==> src/design/s2uv_pkg.sv <==
`timescale 1ns / 1ps
// ----------------------------------------------------------------------------
// s2uv_pkg
// Types, constants and step functions for the sphere to UV mapping pipeline.
// ----------------------------------------------------------------------------
package s2uv_pkg;

  localparam int RadiusW   = 23;
  localparam int CoordW    = 24;
  localparam int UW        = 16;
  localparam int VW        = 17;
  localparam int SqW       = 47;           // square root remainder and root
  localparam int SqCells   = 23;           // one root bit per cell
  localparam int CordCells = 28;           // one rotation per cell
  localparam int CW        = 58;           // CORDIC vector width
  localparam int AngW      = 33;           // signed angle accumulator
  localparam int UScaled   = 256 * 256;    // U_SIZE in Q8.8
  localparam int VScaled   = 512 * 256;    // V_SIZE in Q9.8
  localparam int UTop      = (2 * 256 - 1) * 256;
  localparam logic [RadiusW-1:0] RadiusReset = 23'd25600;
  localparam logic signed [AngW-1:0] TurnQ = 33'sd1073741824;
  localparam logic [AngW-1:0] TurnH = 33'd2147483648;

  typedef struct packed {
    logic signed [CoordW-1:0] pos_x;
    logic signed [CoordW-1:0] pos_y;
    logic signed [CoordW-1:0] pos_z;
    logic                     last_vertex;
  } in_beat_t;

  typedef struct packed {
    logic [UW-1:0] u_coord;
    logic [VW-1:0] v_coord;
    logic          last_out;
  } out_beat_t;

  typedef struct packed {
    logic                     valid;
    logic                     last;
    logic signed [CoordW-1:0] x;
    logic signed [CoordW-1:0] y;
    logic signed [CoordW-1:0] z;
    logic [SqW-1:0]           rem;
    logic [SqW-1:0]           root;
  } sq_beat_t;

  typedef struct packed {
    logic signed [CW-1:0]   cx;
    logic signed [CW-1:0]   cy;
    logic signed [AngW-1:0] ang;
    logic                   zero_a;
    logic                   zero_b;
    logic                   neg_a;
    logic                   neg_b;
  } lane_t;

  typedef struct packed {
    logic  valid;
    logic  last;
    lane_t theta;
    lane_t phi;
  } cord_beat_t;

  function automatic logic signed [AngW-1:0] atan_entry(input logic [4:0] i);
    logic signed [AngW-1:0] t;
    case (i)
      5'd0:  t = 33'sd536870912;
      5'd1:  t = 33'sd316933406;
      5'd2:  t = 33'sd167458907;
      5'd3:  t = 33'sd85004756;
      5'd4:  t = 33'sd42667331;
      5'd5:  t = 33'sd21354465;
      5'd6:  t = 33'sd10679838;
      5'd7:  t = 33'sd5340245;
      5'd8:  t = 33'sd2670163;
      5'd9:  t = 33'sd1335087;
      5'd10: t = 33'sd667544;
      5'd11: t = 33'sd333772;
      5'd12: t = 33'sd166886;
      5'd13: t = 33'sd83443;
      5'd14: t = 33'sd41722;
      5'd15: t = 33'sd20861;
      5'd16: t = 33'sd10430;
      5'd17: t = 33'sd5215;
      5'd18: t = 33'sd2608;
      5'd19: t = 33'sd1304;
      5'd20: t = 33'sd652;
      5'd21: t = 33'sd326;
      5'd22: t = 33'sd163;
      5'd23: t = 33'sd81;
      5'd24: t = 33'sd41;
      5'd25: t = 33'sd20;
      5'd26: t = 33'sd10;
      5'd27: t = 33'sd5;
      default: t = '0;
    endcase
    return t;
  endfunction

  // One restoring square root step; cell k tests bit 4^(SqCells-1-k).
  function automatic sq_beat_t sqrt_step(input sq_beat_t b, input logic [4:0] k);
    sq_beat_t o;
    logic [SqW-1:0] bitv;
    logic [SqW-1:0] trial;
    o = b;
    bitv = SqW'(1) << (2 * (SqCells - 1 - int'(k)));
    trial = b.root + bitv;
    if (b.rem >= trial) begin
      o.rem  = b.rem - trial;
      o.root = (b.root >> 1) + bitv;
    end else begin
      o.root = b.root >> 1;
    end
    return o;
  endfunction

  function automatic lane_t lane_init(input logic signed [CoordW:0] a,
                                      input logic signed [CoordW:0] b);
    lane_t l;
    logic [CoordW:0] ax;
    logic [CoordW:0] ay;
    ax = a[CoordW] ? -a : a;
    ay = b[CoordW] ? -b : b;
    l.cx = CW'(ax) << 32;
    l.cy = CW'(ay) << 32;
    l.ang = '0;
    l.zero_a = (ax == '0);
    l.zero_b = (ay == '0);
    l.neg_a = a[CoordW];
    l.neg_b = b[CoordW];
    return l;
  endfunction

  function automatic lane_t cordic_step(input lane_t l, input logic [4:0] i);
    lane_t o;
    o = l;
    if (!l.cy[CW-1]) begin
      o.cx  = l.cx + (l.cy >>> i);
      o.cy  = l.cy - (l.cx >>> i);
      o.ang = l.ang + atan_entry(i);
    end else begin
      o.cx  = l.cx - (l.cy >>> i);
      o.cy  = l.cy + (l.cx >>> i);
      o.ang = l.ang - atan_entry(i);
    end
    return o;
  endfunction

  // Clamp to a quarter turn, then move into the quadrant of (a, b).
  function automatic logic [31:0] angle_final(input lane_t l);
    logic signed [AngW-1:0] a;
    logic [AngW-1:0] t;
    if (l.zero_b) a = '0;
    else if (l.zero_a) a = TurnQ;
    else if (l.ang[AngW-1]) a = '0;
    else if (l.ang > TurnQ) a = TurnQ;
    else a = l.ang;
    if (!l.neg_a && !l.neg_b) t = a;
    else if (l.neg_a && !l.neg_b) t = TurnH - a;
    else if (l.neg_a) t = TurnH + a;
    else t = -a;
    if (l.zero_a && l.zero_b) t = '0;
    return t[31:0];
  endfunction

endpackage

==> src/design/s2uv_cordic_cell.sv <==
`timescale 1ns / 1ps
// ----------------------------------------------------------------------------
// s2uv_cordic_cell
// One CORDIC vectoring rotation for both the azimuth and the polar lane.
// ----------------------------------------------------------------------------
module s2uv_cordic_cell (
  input  logic                 clk,
  input  logic                 rst,
  input  logic                 en,
  input  logic [4:0]           idx,
  input  s2uv_pkg::cord_beat_t din,
  output s2uv_pkg::cord_beat_t dout
);

  always_ff @(posedge clk) begin
    if (rst) begin
      dout.valid <= 1'b0;
    end else if (en) begin
      dout.valid <= din.valid;
    end
  end

  always_ff @(posedge clk) begin
    if (en) begin
      dout.last  <= din.last;
      dout.theta <= s2uv_pkg::cordic_step(din.theta, idx);
      dout.phi   <= s2uv_pkg::cordic_step(din.phi, idx);
    end
  end

endmodule

==> config.mk <==
export PLATFORM = sky130hd
export DESIGN_NAME = s2uv_cordic_cell
export DESIGN_NICKNAME = d
export VERILOG_FILES = /design/src/design/s2uv_pkg.sv /design/src/design/s2uv_cordic_cell.sv
export SDC_FILE = /design/constraint.sdc
export NUM_CORES = 2
export LEC_CHECK = 0
export ABC_CLOCK_PERIOD_IN_PS = 9500
export BUFFER_PORTS_ARGS = -buffer_cell sky130_fd_sc_hd__buf_2
export CAP_MARGIN = 20
export CORE_AREA = 4 4 302 334
export DETAILED_ROUTE_END_ITERATION = 6
export DIE_AREA = 0 0 306 338
export PLACE_DENSITY = 0.85
export SLEW_MARGIN = 0
export SYNTH_ARGS = -nofsm -noshare
export SYNTH_HDL_FRONTEND = slang
export SYNTH_MEMORY_MAX_BITS = 65536
export SYNTH_SLANG_ARGS = --single-unit
==> constraint.sdc <==
create_clock -name clk -period 9.5 [get_ports clk]
set_input_delay 1.9 -clock clk [delete_from_list [all_inputs] [get_ports clk]]
set_output_delay 1.9 -clock clk [all_outputs]
set_load 0.01 [all_outputs]
==> key figures <==
GRT
  – Total GRT Usage: 0.367
  – Initial antenna violation count: 60
  – Largest net degree at the start of global routing: 124
  – First-pass GRT wire length: 293000 um
  – Vias in the first global route: 47500
  – Total gr overflow: 0

Run
  – # Max-Cap Violations: 0

Final layout
  – Biggest register: dout
  – Fillers: 8801
  – Ratio of cells with drive above 1 in the final layout: 0.218
  – Synth-to-Final Area Change: 12.3%
  – Max FFs per register: 308
  – Seq. cell area: 9240 um^2
  – Finished Cell Area: 54300 um^2
  – Area of the multi-input gates: 37200 um^2
  – Most common cell after layout, fill and taps aside: buf_2
  – Fin util: 0.559
  – Nets@finish: 6592
  – Commonest cells after routing, fill and taps aside: 616 x buf_2, 498 x nand2_1, 488 x a21oi_1
  – Final non-filler cell total: 7312
  – Leading registers by flop count: dout (308)

STA
  – Max Slew Vio Count: 0
  – Final setup fails: 0
  – Setup_tns: 0 ps
  – Fmax achieved: 0.114 GHz
  – Layout Skew: 0 ps
  – Max-Slew Margin vs Limit: 0.271
  – Fin. Hold Viols: 0
  – Tcrit/Tclk final: 0.923
  – Min cycle time layout: 8770 ps
  – RSZ-0062 raised after global routing: no
  – Least-Margin Pin Slew: 1090 ps

Die
  – Initial Utilization: 0.497
  – Die area: 103000 um^2
  – Die W: 306 um
  – Chip height: 338 um
  – Row count: 120
  – Io pins: 624
  – Total core area: 97100 um^2

CTS
  – CTS max path bufs: 3
  – Clock latency on the worst-skew pair: 600 ps
  – CTS H-tree lvls: 2
  – Root buffer cell: clkbuf_16
  – Setup Buffers After CTS: 0
  – Cts hold-fix bufs: 0
  – Clk sinks: 308
  – Clk slew on worst S/H paths: 60 ps
  – CTS buffer count: 38
  – CTS tree: yes
  – CTS-repair resized insts: 0

Drt
  – Via count: 50100
  – Detail Route Antenna Nets: 0
  – WL per Instance: 27.5 um
  – DRC viols: 16
  – WL final: 201000 um
  – Pre-Repair DR Iteration Count: 7
  – DR iter-0 viols: 6246
  – Via density: 6.86

Hold path
  – Worst min-delay path class: reg -> reg
  – Worst hold start: dout[307]$_SDFFE_PP0P_

Critical path
  – CP required: 9850 ps
  – Worst R2R Start: dout[307]$_SDFFE_PP0P_
  – Slowest CP cell: mux4_1
  – Worst path most repeated cell: a21oi_1
  – Critical path class: in -> reg
  – CP Capture Type: flop
  – Cell chain of the critical path: buf_8 -> buf_12 -> mux4_1 -> mux2i_1 -> a21oi_1 -> a21oi_1 -> and4_1 -> and4_1 -> a21oi_1 -> xnor2_1 -> ha_1 -> a21oi_1 -> o211ai_1 -> a221oi_1 -> a2bb2oi_1 -> nand2_1 -> o211ai_1 -> a21oi_1 -> o311a_1 -> or4_1 -> a31o_2 -> a21oi_1 -> xnor2_1
  – CP arrival: 9110 ps
  – Critical path origin: idx[0]
  – Slowest stage delay, CP: 680 ps
  – Crit Path Max Fanout: 42
  – Startpoint Class: primary input

Synth
  – Seq cells post-synth: 308
  – Synthesized area: 48300 um^2
  – Post-synth EDFFs: 307
  – Syn Nets: 6107
  – Ys Warns: 0
  – Async S/R FF share, synth: 0
  – Yosys cell types: 98
  – Cells after synthesis: 5464
  – Synth Flop Type: edfxtp_1
  – Register area share after synthesis: 0.191
  – Syn_area_per_cell: 8.84 um^2

Status
  – Failing checks: DRC
  – Status: finished with violations

Power and ir drop
  – Power per standard cell area: 160 nW/um^2
  – Lkg Pwr: 22.4 nW
  – Peak VDD IR: 0.000158 V
  – Tot Pwr: 8.68 mW

Placement
  – Placed Instances: 7189
  – DP Wirelength: 160000 um
  – GPL Wtd Cong: 1.05
  – Placed inst area: 52900 um^2
  – Port Buffers: 623
==> final timing paths <==
kind / endpoint / slack, ps / cells past startpoint
setup / recovery: dout[93]$_DFFE_PP_ / 730 / 23
hold / removal: dout[307]$_SDFFE_PP0P_ / 500 / 2
setup reg to reg: dout[307]$_SDFFE_PP0P_ / 8920 / 2
hold reg to reg: dout[307]$_SDFFE_PP0P_ / 500 / 2
==> power breakdown <==
part           total [mW]  switching (mW)  internal, mW
clock network        1.48           0.619         0.861
logic                5.04            3.04          2.00
registers            2.16           0.105          2.05
==> critical path, delay by kind of cell <==
family	cells	cell delay, ps
fa+ha+maj	1	420
compound gates	12	3070
simple gates	4	1300
xor+xnor	2	530
buf+inv	2	690
mux	2	1100
==> cells in the mapped netlist, drive strengths merged (10+ instances only) <==
master,count,area [um^2]
clkbuf,136,515
o31a,14,123
nor2,480,1800
a311oi,10,87.6
and3,63,394
o22ai,63,394
nor4,19,134
or2,20,125
a22o,15,131
a31o,10,87.6
and2,55,344
a21oi,488,2440
a221oi,26,228
or3,28,175
o21bai,43,323
edfxtp,307,9220
o21a,42,315
a31oi,107,669
nor4b,10,113
nand3,93,465
inv,109,409
o211ai,38,285
o2111ai,12,105
o31ai,23,186
a22oi,22,165
ha,321,4020
nand2b,60,375
xor2,172,1510
nor2b,47,294
nand4,51,319
a41oi,20,175
mux2i,266,2660
mux4,319,7210
nor3b,13,97.6
o21ai,305,1530
a211oi,47,353
xnor2,307,2690
a21o,177,1330
a21boi,16,120
mux2,97,1100
nand2,498,1870
buf,189,1000
nor3,158,807
==> cells by family (layout without fill, tap and decap cells) <==
logic type	count (synthesis)	after routing	synth area share
simple gates	1635	1635	0.159
compound gates	1595	1595	0.210
mux	682	682	0.227
xor+xnor	479	479	0.0868
buf+inv	438	951	0.0402
fa+ha+maj	327	327	0.0856
flops	308	308	0.191
other cells	0	54	0
==> layer usage <==
layer | routed length (um) | track usage
met4 | 20000 | 0.303
met3 | 22400 | 0.0971
met5 | 157 | 0
met2 | 93300 | 0.607
met1 | 65300 | 0.397
==> metrics by stage <==
stage / setup slack [ps] / hold WS (ps)
final: 734 / 497
after CTS: 940 / 502
after detailed placement: 297 / 486
after global routing: 275 / 547
after global placement: 434 / 472
after floorplan: 45.1 / 528
==> layout make-up <==
class,count,area share
inverter,113,0.00814
clock inverter,24,0.00450
sequential,308,0.170
timing repair buffer,770,0.0820
clock buffer,44,0.0183
multi-input combinational,4718,0.685
antenna,54,0.00249
tap,1281,0.0295
(Power assumes the default switching activity.)
